### src/sv/knk_pkg.sv
`timescale 1ns / 1ps
`default_nettype none

package knk_pkg;

    // Field widths of the stream beats and the configuration port.
    localparam int AXIS_W        = 16;
    localparam int STAMP_W       = 32;
    localparam int OP_W          = 2;
    localparam int IN_DATA_W     = 128;
    localparam int OUT_DATA_W    = 56;
    localparam int CFG_W         = 16;
    localparam int NUM_CFG       = 8;
    localparam int APB_AW        = 5;
    localparam int APB_DW        = 32;
    localparam int TIME_BITS_DEF = 32;

    // Square root datapath: three squares of 17-bit differences fit in 34 bits.
    localparam int SQ_OP_W = AXIS_W + 1;
    localparam int RAD_W   = 2 * SQ_OP_W;
    localparam int ROOT_W  = SQ_OP_W;

    localparam logic [AXIS_W-1:0] LEVEL_MAX = '1;

    // Command codes carried in the input tuser.
    typedef enum logic [OP_W-1:0] {
        OP_SAMPLE = 2'd0,
        OP_ARM    = 2'd1,
        OP_CLEAR  = 2'd2
    } opcode_t;

    // Register map, in word order.
    typedef enum logic [2:0] {
        REG_TAP_IMPULSE_MIN     = 3'd0,
        REG_TAP_DEVIATION_MIN   = 3'd1,
        REG_TAP_ROTATION_MAX    = 3'd2,
        REG_QUIET_IMPULSE_MAX   = 3'd3,
        REG_QUIET_DEVIATION_MAX = 3'd4,
        REG_SETTLE_MS           = 3'd5,
        REG_REARM_MS            = 3'd6,
        REG_DEBOUNCE_MS         = 3'd7
    } cfg_index_t;

    localparam logic [CFG_W-1:0] CFG_RESET [NUM_CFG] = '{
        16'd18, 16'd12, 16'd25, 16'd8, 16'd8, 16'd180, 16'd110, 16'd300
    };

    // Handshake status of the square root unit.
    typedef struct packed {
        logic busy;
        logic done;
    } sqrt_status_t;

endpackage

`default_nettype wire

### src/sv/imu_knock_detector.sv
`timescale 1ns / 1ps
`default_nettype none

// Knock detector for a six-axis IMU stream.
// Input beats carry a command in s_tuser and the three acceleration axes, three gyro
// rates and a millisecond stamp in s_tdata. A sample command yields one result beat
// on the m_ side; arm and clear commands reset the detector state and yield nothing.
// Thresholds and timing windows are set through the APB port; the user must write them only
// while the block is idle, which the block itself does not enforce. A sample runs through one
// shared squarer and one bit-serial square root unit: the magnitude root, then (from the second
// sample after reset, arm or clear on) the impulse root. s_tready is high only while the
// sequencer is idle, so no new beat is taken until the last result is loaded; arm and clear
// are done in the idle state. A result waits in the output register while the receiver stalls,
// and the next beat is still accepted; its result waits until the register is free.
// Reset loads the default thresholds, clears the gravity baseline, the tap history
// and the armed flag, and drops m_tvalid.
module imu_knock_detector
    import knk_pkg::*;
#(
    parameter int TIME_BITS = TIME_BITS_DEF
) (
    input  wire logic                  aclk,
    input  wire logic                  aresetn,
    // Input stream.
    input  wire logic                  s_tvalid,
    output logic                       s_tready,
    // accel_x, accel_y, accel_z, rate_x, rate_y, rate_z, stamp_ms
    input  wire logic [IN_DATA_W-1:0]  s_tdata,
    // opcode
    input  wire logic [OP_W-1:0]       s_tuser,
    // Result stream.
    output logic                       m_tvalid,
    input  wire logic                  m_tready,
    // tap_fired, is_armed, impulse_level, deviation_level, rotation_peak, zero fill
    output logic [OUT_DATA_W-1:0]      m_tdata,
    // Configuration port.
    input  wire logic                  psel,
    input  wire logic                  penable,
    input  wire logic                  pwrite,
    input  wire logic [APB_AW-1:0]     paddr,
    input  wire logic [APB_DW-1:0]     pwdata,
    output logic [APB_DW-1:0]          prdata,
    output logic                       pready
);

    localparam int STAMP_BITS = (TIME_BITS < STAMP_W) ? TIME_BITS : STAMP_W;
    localparam int STAMP_LSB  = 6 * AXIS_W;

    typedef enum logic [2:0] {
        ST_IDLE,
        ST_SQ,
        ST_ROOT,
        ST_WAIT,
        ST_MAG,
        ST_DECIDE,
        ST_EMIT
    } state_t;

    state_t                       state_reg;
    logic                         phase_reg;
    logic [1:0]                   cnt_reg;

    logic [CFG_W-1:0]             cfg_reg [NUM_CFG];

    logic signed [AXIS_W-1:0]     accel_reg [3];
    logic signed [AXIS_W-1:0]     rate_reg [3];
    logic [TIME_BITS-1:0]         now_reg;

    logic [RAD_W-1:0]             prod_reg;
    logic [RAD_W-1:0]             acc_reg;
    logic [AXIS_W-1:0]            mag_reg;
    logic [AXIS_W-1:0]            dev_reg;
    logic [AXIS_W-1:0]            peak_reg;
    logic [AXIS_W-1:0]            imp_reg;
    logic                         deb_reg;
    logic                         tap_reg;

    logic [AXIS_W-1:0]            gravity_reg;
    logic signed [AXIS_W-1:0]     last_accel_reg [3];
    logic [TIME_BITS-1:0]         last_tap_reg;
    logic [TIME_BITS-1:0]         quiet_since_reg;
    logic                         seen_reg;
    logic                         armed_reg;

    logic                         m_tvalid_reg;
    logic [OUT_DATA_W-1:0]        m_tdata_reg;

    sqrt_status_t                 sqrt_status;
    logic [ROOT_W-1:0]            sqrt_root;
    logic                         sqrt_start;

    logic                         s_accept;
    logic                         cfg_write;
    logic [TIME_BITS-1:0]         now_in;

    logic signed [AXIS_W-1:0]     sel_accel;
    logic signed [AXIS_W-1:0]     sel_last;
    logic signed [SQ_OP_W-1:0]    sq_op;
    logic signed [RAD_W-1:0]      sq_prod;

    logic [AXIS_W-1:0]            grav_eff;
    logic [AXIS_W:0]              mag_diff;
    logic [AXIS_W-1:0]            dev_w;
    logic [AXIS_W-1:0]            abs_rate [3];
    logic [AXIS_W-1:0]            peak_w;
    logic                         deb_w;

    logic [AXIS_W:0]              g_diff;
    logic [AXIS_W:0]              g_abs;
    logic [AXIS_W:0]              g_shr;
    logic [AXIS_W:0]              g_step;
    logic [AXIS_W:0]              g_sum;
    logic                         quiet_w;
    logic [TIME_BITS-1:0]         qs_w;
    logic [CFG_W-1:0]             need_w;
    logic                         armed_w;
    logic                         tap_w;

    // Elapsed-time check; a stamp below the reference never satisfies a wait.
    function automatic logic elapsed(input logic [TIME_BITS-1:0] now_t,
                                     input logic [TIME_BITS-1:0] ref_t,
                                     input logic [CFG_W-1:0] need);
        logic [TIME_BITS-1:0] gap;
        gap = now_t - ref_t;
        return (now_t >= ref_t) && (gap >= TIME_BITS'(need));
    endfunction

    function automatic logic [AXIS_W-1:0] abs16(input logic signed [AXIS_W-1:0] v);
        logic [AXIS_W:0] w;
        w = {v[AXIS_W-1], v};
        return w[AXIS_W] ? AXIS_W'(-w) : w[AXIS_W-1:0];
    endfunction

    assign s_tready  = (state_reg == ST_IDLE);
    assign s_accept  = s_tvalid && s_tready;
    assign cfg_write = psel && penable && pwrite && pready;
    assign now_in    = TIME_BITS'(s_tdata[STAMP_LSB +: STAMP_BITS]);

    // Configuration read path.
    assign pready = 1'b1;
    assign prdata = {{(APB_DW - CFG_W){1'b0}}, cfg_reg[paddr[4:2]]};

    // Operand of the shared squarer: an axis, or its change since the last sample.
    always_comb begin
        sel_accel = accel_reg[0];
        sel_last  = last_accel_reg[0];
        case (cnt_reg)
            2'd1: begin
                sel_accel = accel_reg[1];
                sel_last  = last_accel_reg[1];
            end
            2'd2: begin
                sel_accel = accel_reg[2];
                sel_last  = last_accel_reg[2];
            end
            default: ;
        endcase
        sq_op = phase_reg ? ({sel_accel[AXIS_W-1], sel_accel} - {sel_last[AXIS_W-1], sel_last})
                          : {sel_accel[AXIS_W-1], sel_accel};
    end

    assign sq_prod = sq_op * sq_op;

    // Deviation from the baseline, rotation peak and debounce state.
    always_comb begin
        grav_eff = (gravity_reg == '0) ? mag_reg : gravity_reg;
        mag_diff = {1'b0, mag_reg} - {1'b0, grav_eff};
        dev_w    = mag_diff[AXIS_W] ? AXIS_W'(-mag_diff) : mag_diff[AXIS_W-1:0];
        for (int i = 0; i < 3; i++) begin
            abs_rate[i] = abs16(rate_reg[i]);
        end
        peak_w = abs_rate[0];
        if (abs_rate[1] > peak_w) begin
            peak_w = abs_rate[1];
        end
        if (abs_rate[2] > peak_w) begin
            peak_w = abs_rate[2];
        end
        deb_w = (last_tap_reg == '0) ||
                elapsed(now_reg, last_tap_reg, cfg_reg[REG_DEBOUNCE_MS]);
    end

    // Quiet tracking, arming and the tap decision.
    always_comb begin
        g_diff  = {1'b0, mag_reg} - {1'b0, gravity_reg};
        g_abs   = g_diff[AXIS_W] ? (AXIS_W + 1)'(-g_diff) : g_diff;
        g_shr   = g_abs >> 4;
        g_step  = g_diff[AXIS_W] ? (AXIS_W + 1)'(-g_shr) : g_shr;
        g_sum   = {1'b0, gravity_reg} + g_step;
        quiet_w = (imp_reg <= cfg_reg[REG_QUIET_IMPULSE_MAX]) &&
                  (dev_reg <= cfg_reg[REG_QUIET_DEVIATION_MAX]);
        qs_w    = (quiet_since_reg == '0) ? now_reg : quiet_since_reg;
        need_w  = (last_tap_reg == '0) ? cfg_reg[REG_SETTLE_MS] : cfg_reg[REG_REARM_MS];
        armed_w = armed_reg;
        if (quiet_w && deb_reg && elapsed(now_reg, qs_w, need_w)) begin
            armed_w = 1'b1;
        end
        tap_w = armed_w && deb_reg &&
                (imp_reg >= cfg_reg[REG_TAP_IMPULSE_MIN]) &&
                (dev_reg >= cfg_reg[REG_TAP_DEVIATION_MIN]) &&
                (peak_reg <= cfg_reg[REG_TAP_ROTATION_MAX]);
    end

    assign sqrt_start = (state_reg == ST_ROOT);

    knk_sqrt u_sqrt (
        .aclk     (aclk),
        .aresetn  (aresetn),
        .start    (sqrt_start),
        .radicand (acc_reg),
        .status   (sqrt_status),
        .root     (sqrt_root)
    );

    // Sequencer, detector state, configuration and output register.
    always_ff @(posedge aclk) begin
        if (!aresetn) begin
            state_reg       <= ST_IDLE;
            phase_reg       <= 1'b0;
            cnt_reg         <= '0;
            m_tvalid_reg    <= 1'b0;
            gravity_reg     <= '0;
            last_tap_reg    <= '0;
            quiet_since_reg <= '0;
            seen_reg        <= 1'b0;
            armed_reg       <= 1'b0;
            for (int i = 0; i < 3; i++) begin
                last_accel_reg[i] <= '0;
            end
            for (int i = 0; i < NUM_CFG; i++) begin
                cfg_reg[i] <= CFG_RESET[i];
            end
        end else begin
            if (cfg_write) begin
                cfg_reg[paddr[4:2]] <= pwdata[CFG_W-1:0];
            end
            // The emit state reloads the output register itself.
            if (m_tvalid_reg && m_tready && (state_reg != ST_EMIT)) begin
                m_tvalid_reg <= 1'b0;
            end

            unique case (state_reg)
                ST_IDLE: begin
                    if (s_accept) begin
                        for (int i = 0; i < 3; i++) begin
                            accel_reg[i] <= s_tdata[i*AXIS_W +: AXIS_W];
                            rate_reg[i]  <= s_tdata[(i+3)*AXIS_W +: AXIS_W];
                        end
                        now_reg <= now_in;
                        case (s_tuser) inside
                            OP_SAMPLE: begin
                                phase_reg <= 1'b0;
                                cnt_reg   <= '0;
                                state_reg <= ST_SQ;
                            end
                            OP_ARM, OP_CLEAR: begin
                                gravity_reg  <= '0;
                                last_tap_reg <= '0;
                                seen_reg     <= 1'b0;
                                armed_reg    <= 1'b0;
                                for (int i = 0; i < 3; i++) begin
                                    last_accel_reg[i] <= '0;
                                end
                                quiet_since_reg <= (s_tuser == OP_ARM) ? now_in : '0;
                            end
                            default: ;
                        endcase
                    end
                end

                // Three squares through one multiplier, each accumulated in the cycle after it is registered.
                ST_SQ: begin
                    prod_reg <= sq_prod;
                    acc_reg  <= (cnt_reg == 2'd0) ? '0 : (acc_reg + prod_reg);
                    cnt_reg  <= cnt_reg + 1'b1;
                    if (cnt_reg == 2'd3) begin
                        state_reg <= ST_ROOT;
                    end
                end

                ST_ROOT: begin
                    state_reg <= ST_WAIT;
                end

                ST_WAIT: begin
                    if (sqrt_status.done) begin
                        if (!phase_reg) begin
                            mag_reg   <= sqrt_root[AXIS_W-1:0];
                            state_reg <= ST_MAG;
                        end else begin
                            imp_reg   <= sqrt_root[ROOT_W-1] ? LEVEL_MAX
                                                             : sqrt_root[AXIS_W-1:0];
                            state_reg <= ST_DECIDE;
                        end
                    end
                end

                // Baseline load, deviation, peak; the first sample ends here.
                ST_MAG: begin
                    gravity_reg <= grav_eff;
                    dev_reg     <= dev_w;
                    peak_reg    <= peak_w;
                    deb_reg     <= deb_w;
                    if (!seen_reg) begin
                        for (int i = 0; i < 3; i++) begin
                            last_accel_reg[i] <= accel_reg[i];
                        end
                        seen_reg        <= 1'b1;
                        quiet_since_reg <= now_reg;
                        imp_reg         <= '0;
                        tap_reg         <= 1'b0;
                        state_reg       <= ST_EMIT;
                    end else begin
                        phase_reg <= 1'b1;
                        cnt_reg   <= '0;
                        state_reg <= ST_SQ;
                    end
                end

                ST_DECIDE: begin
                    for (int i = 0; i < 3; i++) begin
                        last_accel_reg[i] <= accel_reg[i];
                    end
                    if (quiet_w) begin
                        quiet_since_reg <= qs_w;
                        gravity_reg     <= g_sum[AXIS_W-1:0];
                    end else begin
                        quiet_since_reg <= '0;
                    end
                    tap_reg <= tap_w;
                    if (tap_w) begin
                        armed_reg    <= 1'b0;
                        last_tap_reg <= now_reg;
                    end else begin
                        armed_reg <= armed_w;
                    end
                    state_reg <= ST_EMIT;
                end

                // Load the result once the output register is free.
                ST_EMIT: begin
                    if (!m_tvalid_reg || m_tready) begin
                        m_tvalid_reg <= 1'b1;
                        m_tdata_reg  <= {{(OUT_DATA_W - 3*AXIS_W - 2){1'b0}},
                                         peak_reg, dev_reg, imp_reg, armed_reg, tap_reg};
                        state_reg    <= ST_IDLE;
                    end
                end

                default: state_reg <= ST_IDLE;
            endcase
        end
    end

    assign m_tvalid = m_tvalid_reg;
    assign m_tdata  = m_tdata_reg;

`ifndef SYNTHESIS
    // A sample command keeps the input closed on the following cycle.
    a_sample_busy: assert property (@(posedge aclk) disable iff (!aresetn)
        s_tvalid && s_tready && (s_tuser == OP_SAMPLE) |=> !s_tready)
        else $error("input still open after a sample beat");

    // A tap always disarms the detector.
    a_tap_disarms: assert property (@(posedge aclk) disable iff (!aresetn)
        m_tvalid |-> !(m_tdata[0] && m_tdata[1]))
        else $error("tap reported while still armed");

    // The magnitude root of three 16-bit squares fits in 16 bits.
    a_mag_range: assert property (@(posedge aclk) disable iff (!aresetn)
        sqrt_status.done && !phase_reg |-> !sqrt_root[ROOT_W-1])
        else $error("magnitude root overflow");

    // The root unit is only started when it is free.
    a_sqrt_free: assert property (@(posedge aclk) disable iff (!aresetn)
        (state_reg == ST_ROOT) |-> !sqrt_status.busy)
        else $error("square root started while busy");
`endif

endmodule

`default_nettype wire

### src/sv/knk_sqrt.sv
`timescale 1ns / 1ps
`default_nettype none

// Digit-by-digit floor square root, one result bit per cycle.
module knk_sqrt
    import knk_pkg::*;
(
    input  wire logic              aclk,
    input  wire logic              aresetn,
    input  wire logic              start,
    input  wire logic [RAD_W-1:0]  radicand,
    output sqrt_status_t           status,
    output logic [ROOT_W-1:0]      root
);

    localparam int CNT_W = $clog2(ROOT_W);
    localparam int REM_W = ROOT_W + 1;

    logic [RAD_W-1:0]  rad_reg;
    logic [REM_W-1:0]  rem_reg;
    logic [ROOT_W-1:0] root_reg;
    logic [CNT_W-1:0]  cnt_reg;
    logic              busy_reg;
    logic              done_reg;

    logic [REM_W+1:0]  rem_sh;
    logic [REM_W+1:0]  trial;
    logic              take;
    logic [REM_W+1:0]  rem_diff;

    // Bring down the next two radicand bits and try the next root bit.
    always_comb begin
        rem_sh   = {rem_reg, rad_reg[RAD_W-1 -: 2]};
        trial    = {1'b0, root_reg, 2'b01};
        take     = (rem_sh >= trial);
        rem_diff = take ? (rem_sh - trial) : rem_sh;
    end

    // Iteration registers; the done flag is a single-cycle pulse.
    always_ff @(posedge aclk) begin
        if (!aresetn) begin
            busy_reg <= 1'b0;
            done_reg <= 1'b0;
        end else begin
            done_reg <= 1'b0;
            if (start) begin
                rad_reg  <= radicand;
                rem_reg  <= '0;
                root_reg <= '0;
                cnt_reg  <= CNT_W'(ROOT_W - 1);
                busy_reg <= 1'b1;
            end else if (busy_reg) begin
                rad_reg  <= rad_reg << 2;
                rem_reg  <= rem_diff[REM_W-1:0];
                root_reg <= {root_reg[ROOT_W-2:0], take};
                if (cnt_reg == '0) begin
                    busy_reg <= 1'b0;
                    done_reg <= 1'b1;
                end else begin
                    cnt_reg <= cnt_reg - 1'b1;
                end
            end
        end
    end

    assign status.busy = busy_reg;
    assign status.done = done_reg;
    assign root        = root_reg;

endmodule

`default_nettype wire
### config.mk
export PLATFORM = sky130hd
export DESIGN_NAME = imu_knock_detector
export DESIGN_NICKNAME = d
export VERILOG_FILES = /design/src/sv/knk_pkg.sv /design/src/sv/imu_knock_detector.sv /design/src/sv/knk_sqrt.sv
export SDC_FILE = /design/constraint.sdc
export NUM_CORES = 2
export LEC_CHECK = 0
export BUFFER_PORTS_ARGS = -buffer_cell sky130_fd_sc_hd__buf_2
export CORE_ASPECT_RATIO = 0.9
export CORE_MARGIN = 3
export CORE_UTILIZATION = 55
export CTS_BUF_LIST = sky130_fd_sc_hd__clkbuf_2
export DETAILED_ROUTE_END_ITERATION = 16
export GPL_TIMING_DRIVEN = 0
export MAX_ROUTING_LAYER = met4
export PLACE_DENSITY_LB_ADDON = 0.08
export SETUP_SLACK_MARGIN = 0.05
export SLEW_MARGIN = 20
export SYNTH_ARGS = -nofsm -noshare
export SYNTH_HDL_FRONTEND = slang
export SYNTH_SLANG_ARGS = --single-unit
export TNS_END_PERCENT = 20
### constraint.sdc
create_clock -name aclk -period 10.5 [get_ports aclk]
set_input_delay 1.05 -clock aclk [delete_from_list [all_inputs] [get_ports aclk]]
set_output_delay 1.05 -clock aclk [all_outputs]
set_load 0.05 [all_outputs]
After elaboration in Yosys (flattened, before gate mapping)
Memories as Yosys holds them, arrays and structs flattened.
Index checks and enable logic that the tools add are counted.
{"block": "word_totals", "reg_bits": 381, "ram_bits": 272, "inputBits": 174, "output_inout_bits": 91, "elab_cells": 254, "n_memories": 4}
{"block": "op_classes", "addsub": 16, "multipliers": 1, "order_cmp": 12, "n_eq_ne": 25, "muxes": 108, "bitwise_logic": 12, "n_reduce_logical": 51}
{"name": "cfg_reg", "words": 8, "word_bits": 16, "rd": 9, "rd_ports_with_merged_regs": 0, "wr": 8, "line_no": "imu_knock_detector.sv:63", "text": "logic [CFG_W-1:0] cfg_reg [NUM_CFG];"}
{"name": "accel_reg", "words": 3, "word_bits": 16, "rd": 3, "rd_ports_with_merged_regs": 0, "wr": 3, "line_no": "imu_knock_detector.sv:65", "text": "logic signed [AXIS_W-1:0] accel_reg [3];"}
{"name": "last_accel_reg", "words": 3, "word_bits": 16, "rd": 3, "rd_ports_with_merged_regs": 0, "wr": 3, "line_no": "imu_knock_detector.sv:79", "text": "logic signed [AXIS_W-1:0] last_accel_reg [3];"}
{"name": "rate_reg", "words": 3, "word_bits": 16, "rd": 3, "rd_ports_with_merged_regs": 0, "wr": 3, "line_no": "imu_knock_detector.sv:66", "text": "logic signed [AXIS_W-1:0] rate_reg [3];"}
{"cell": "2-to-1 mux 16 bit", "count": 27}
{"cell": "2-to-1 mux 32 bit", "count": 11}
{"cell": "case mux 16 bit (2 select lines)", "count": 3}
{"cell": "case mux 32 bit (3 select lines)", "count": 1}
{"cell": "2-to-1 mux 34 bit", "count": 2}
{"cell": ">= comparator 32 x 16 -> 1 bit", "count": 2}
{"cell": ">= comparator 32 bit", "count": 2}
{"cell": "logical NOT 32 bit", "count": 2}
{"cell": "negator 16 bit", "count": 4}
{"cell": "case mux 32 bit (2 select lines)", "count": 1}
{"cell": "subtractor 32 bit", "count": 2}
{"cell": "2-to-1 mux 17 bit", "count": 3}
{"cell": "subtractor 16 x 16 -> 17 bit", "count": 3}
{"cell": "less-or-equal comparator 16 bit", "count": 3}
{"cell": "case mux 16 bit (3 select lines)", "count": 1}
{"cell": "2-to-1 mux 1 bit", "count": 39}
{"cell": "2-to-1 mux 18 bit", "count": 2}
{"cell": "adder 34 bit", "count": 1}
{"cell": "multiplier 17 x 17 -> 34 bit", "count": 1}
{"cell": ">= comparator 16 bit", "count": 2}
{"cell": "> comparator 16 bit", "count": 2}
{"cell": "AND reduction 5 bit", "count": 5}
{"cell": "2-to-1 mux 3 bit", "count": 7}
{"cell": "case mux 3 bit (7 select lines)", "count": 1}
{"cell": "36 further kinds", "count": 98}

Depth between registers and ports, before layout
{"block": "depth", "ltp_word": 13, "ltp_mapped": 47, "mapped_depth_nobuf": 44}

Cells and area by module
Synthesis repeated with hierarchy kept, for this count alone.
{"block": "hier_totals", "cells_unflattened": 4868, "hier_area_um2": 49446.2}
{"module": "imu_knock_detector", "n_inst": 1, "cells_each": 4518, "area_each_um2": 45285.9, "seq_area_each_um2": 16405.7}
{"module": "knk_sqrt", "n_inst": 1, "cells_each": 350, "area_each_um2": 4160.2, "seq_area_each_um2": 2262.2}

Worst setup path after synthesis
OpenSTA, ideal clock, no wires.
{"block": "synth_path", "path_kind": "reg-to-reg", "startpoint": "register cnt_reg[0]", "endpoint": "register prod_reg[33] (data pin)", "setup_time_ns": 0.260, "t_arrival_ns": 9.844, "required_time_ns": 10.240, "setup_slack_ns": 0.396, "stages_incl_launch_ff": 42, "n_path_buf": 4, "synth_period_minus_slack_ns": 10.104, "path_cell_list": "dfxtp_1 > inv_1 > ha_1 > clkbuf_1 > buf_1 > clkbuf_1 > a21oi_1 > ha_1 > fa_1 > nor2b_1 > o21ai_0 > a21boi_0 > o21ai_0 > a21oi_1 > o21a_1 > o31a_1 > o211a_1 > o21a_1 > (+6 left out) > inv_1 > fa_1 > inv_1 > fa_1 > fa_1 > inv_1 > fa_1 > inv_1 > ha_1 > and2_1 > a221o_1 > a2111o_1 > a221o_1 > a41oi_1 > a21oi_1 > o21a_1 > nor2_1 > xnor2_1"}
{"block": "synth_via", "elab_chain_cells": 5, "word_cells_on_any_way": 7, "classes_between": "1 x add/sub; 1 x mul; 2 x eq/ne; 3 x mux"}
{"item": "from (decl)", "line_no": "imu_knock_detector.sv:61", "text": "logic [1:0] cnt_reg;"}
{"item": "from (signal assigned)", "line_no": "imu_knock_detector.sv:275", "text": "cnt_reg <= cnt_reg + 1'b1;"}
{"item": "equality test 2 bit / equality test 2 x 1 -> 1 bit (equally long branches)", "line_no": "imu_knock_detector.sv:147", "text": "case (cnt_reg)"}
{"item": "case mux 16 bit (2 select lines)", "line_no": "imu_knock_detector.sv:147"}
{"item": "subtractor 16 x 16 -> 17 bit", "line_no": "imu_knock_detector.sv:158", "text": "sq_op = phase_reg ? ({sel_accel[AXIS_W-1], sel_accel} - {sel_last[AXIS_W-1], sel_last})"}
{"item": "2-to-1 mux 17 bit (*)", "line_no": "imu_knock_detector.sv:158"}
{"item": "multiplier 17 x 17 -> 34 bit (*)", "line_no": "imu_knock_detector.sv:162", "text": "assign sq_prod = sq_op * sq_op;"}
{"item": "net sq_prod[33]", "line_no": "imu_knock_detector.sv:99", "text": "logic signed [RAD_W-1:0] sq_prod;"}
{"item": "to (signal assigned)", "line_no": "imu_knock_detector.sv:273", "text": "prod_reg <= sq_prod;"}
{"item": "to (decl)", "line_no": "imu_knock_detector.sv:69", "text": "logic [RAD_W-1:0] prod_reg;"}
Mark *: on every way through the listed nets, which the timed path passes. The rest lies on a longest branch.
A chain may end at the register's enable or synchronous reset.

Worst setup path after layout
{"block": "layout_path", "startpoint": "register cnt_reg[1]", "endpoint": "register prod_reg[33] (data pin)"}
The elaborated chain is that of the path after synthesis.

==> impl_metrics.ini <==
[outcome]
status = completed

[synthesis]
yosysWarningCount = 0
ys_types = 100
ys_seq_area_share_pct = 37.8
synthArstFlopShare_pct = 0
synth.avg_cell_area_um2 = 10.0
synthesis.instances = 4925
synth_area_um2 = 49300
synth_edf_count = 561
synthFlopType = edfxtp_1
synth_seq_cells = 652

[min_path]
min_from = pwdata[2]
min_to = cfg_reg[6][2]
hp-class = in2reg
min_delay_path_depth = 2

[detailed_routing]
wl_per_cell_um = 20.8
wl_um = 141000
drc = 0
initialDrtViolationCount = 3344
detail_route.vias_per_cell = 5.80
firstDrtPassIters = 8
vias = 39404
antenna_left = 0

[global_route]
grt_pass1_vias = 39355
antenna_found_initial = 4
grt_util_all_layers_pct = 31.2
grt_overflow_total = 0
grt_pass1_wl_um = 220000
grt_max_degree = 53

[die]
die-area_um2 = 93300
core_area_um2 = 88300
die_w_um = 322
initial_utilization_pct = 55.9
pin_count = 265
rows = 103
die_h_um = 290

[cts]
clk_pin_slew_ns = 0.10
clkLatencyLatePin_ns = 1.44
cts_made_buffers = 170
h-tree-depth = 4
cts_tree = done
root_buffer = clkbuf_2
cts_sinks = 652
max-clock-path-buffers = 3

[setup_path]
path_buf_inv = 8
cp.required_ns = 11.56
crit_slowest_cell = fa_1
path_depth = 41
path_common_cell = fa_1
reg2reg_from = cnt_reg[1]
cp-end-kind = flip-flop
worstPathArrival_ns = 11.17
r2r_slack_ns = 0.39
reg2reg_depth = 41
path_delay_family = adder cells
rr_endpoint = prod_reg[33]
crit_path_max_fanout = 10
critPathMaxStageDelay_ns = 0.59
criticalPathCategory = reg2reg
start_kind = flip-flop

[cells_and_area]
finalNonFillerCells = 6794
layout-drive-gt1-share_pct = 12.2
multiInputGateArea_um2 = 27800
fillers = 7487
layout_common_cells = inv_1, edfxtp_1, ha_1, nand2_1, nor2_1
syn2layout_area_growth_pct = 12.7
nets = 6371
largest_reg_flops = 128
mostFrequentLayoutCell = inv_1
ff_latch_area_um2 = 18700

[timing]
setup_viol = 0
max_freq_ghz = 0.0989
fin_skew_ns = 0.122
tightest_slew_ns = 1.22
slew_headroom_pct = 18.6
slew_viol_final = 0
post-route-period-util_pct = 96.3
period_minus_slack_ns = 10.11
final-hold-violation-count = 0

[place]
dp_hpwl_um = 110000
dp.cells = 6341
port_buffers = 223
gp_congestion = 1.00

[run]
drv_cap = 0
==> per-stage QoR <==
step	cell area (um2)	hold WS (ns)	setup TNS, ns	util, %	setup slack [ns]
after CTS	55400	0.000556	-0.114	62.7	-0.114
after global placement	52000	0.402	-16.85	58.9	-1.62
final	55600	0.176	0	63.0	0.389
after global routing	55600	0.0785	-0.0180	63.0	-0.0180
after floorplan	49400	0.400	0	-	0.396
after detailed placement	52300	0.409	-16.36	59.2	-1.59
==> routing by layer <==
metal	up-vias	wire [um]	track usage, %
li1	18570	-	-
met1	18946	59200	40.7
met2	1542	65100	48.5
met3	346	11600	5.76
met4	0	5390	12.0
met5	-	0	-
==> kinds of logic (layout without fill, tap and decap cells) <==
family	count (synthesis)	in the layout	share of synthesized area (%)
other	2	30	0.0152
multiplexers	85	85	1.78
XOR/XNOR	240	240	4.26
AO/OA/AOI/OAI	1010	1010	13.6
flip-flops	652	652	37.8
AND/OR/NAND/NOR	1394	1394	14.0
adder cells (fa/ha/maj)	695	695	21.8
buffers and inverters	847	1533	6.65
==> area by class of cell <==
cell class / instances / share of cell area (%)
Multi-Input combinational cell: 3447 / 49.9
Timing Repair Buffer: 386 / 5.00
Sequential cell: 652 / 33.6
Inverter: 641 / 4.33
Buffer: 204 / 1.78
Clock inverter: 50 / 0.497
Antenna cell: 7 / 0.0315
Clock buffer: 252 / 2.27
Tap cell: 1155 / 2.60
==> worst max-delay path by stage <==
stage                   end  startpoint  slack [ns]
2_1_floorplan  prod_reg[33]  cnt_reg[0]        0.40
3_3_place_gp   prod_reg[33]  cnt_reg[0]       -1.62
3_5_place_dp   prod_reg[33]  cnt_reg[0]       -1.59
4_1_cts        prod_reg[33]  cnt_reg[0]       -0.11
5_1_grt        prod_reg[33]  cnt_reg[1]       -0.02
6_report       prod_reg[33]  cnt_reg[1]        0.39
==> synthesized netlist by cell type (all sizes together) (23+ instances only) <==
| cell type | count | area, um2 |
|---|---|---|
| a21oi | 246 | 1230 |
| a21o | 116 | 871 |
| a211oi | 61 | 468 |
| nor2 | 354 | 1330 |
| nor3 | 56 | 285 |
| a221oi | 35 | 313 |
| nor4 | 63 | 394 |
| mux2i | 62 | 621 |
| clkbuf | 168 | 631 |
| xor2 | 105 | 920 |
| and2 | 90 | 563 |
| fa | 277 | 5550 |
| xnor2 | 135 | 1180 |
| edfxtp | 561 | 16800 |
| nor2b | 48 | 300 |
| nand2 | 349 | 1310 |
| ha | 418 | 5230 |
| o21a | 59 | 443 |
| or3 | 28 | 180 |
| nand3 | 88 | 440 |
| and3 | 119 | 744 |
| nand2b | 78 | 488 |
| dfxtp | 91 | 1820 |
| o31ai | 24 | 180 |
| o21ai | 179 | 903 |
| o22ai | 38 | 244 |
| inv | 638 | 2390 |
| mux2 | 23 | 259 |
| nand4 | 60 | 382 |
| buf | 38 | 241 |
| a22oi | 98 | 736 |
==> what timing repair did <==
action	CTS	global route
endpoints found under the hold margin	173	0
cloned	0	0
endpoints found under the setup margin	19	12
hold buffers	134	0
resized for setup	60	73
pin swaps	0	11
buffers inserted	5	7
Power is left out: the tool's default activity adds up to more than one toggle a clock period on the data nets, which glitch-free logic cannot reach.
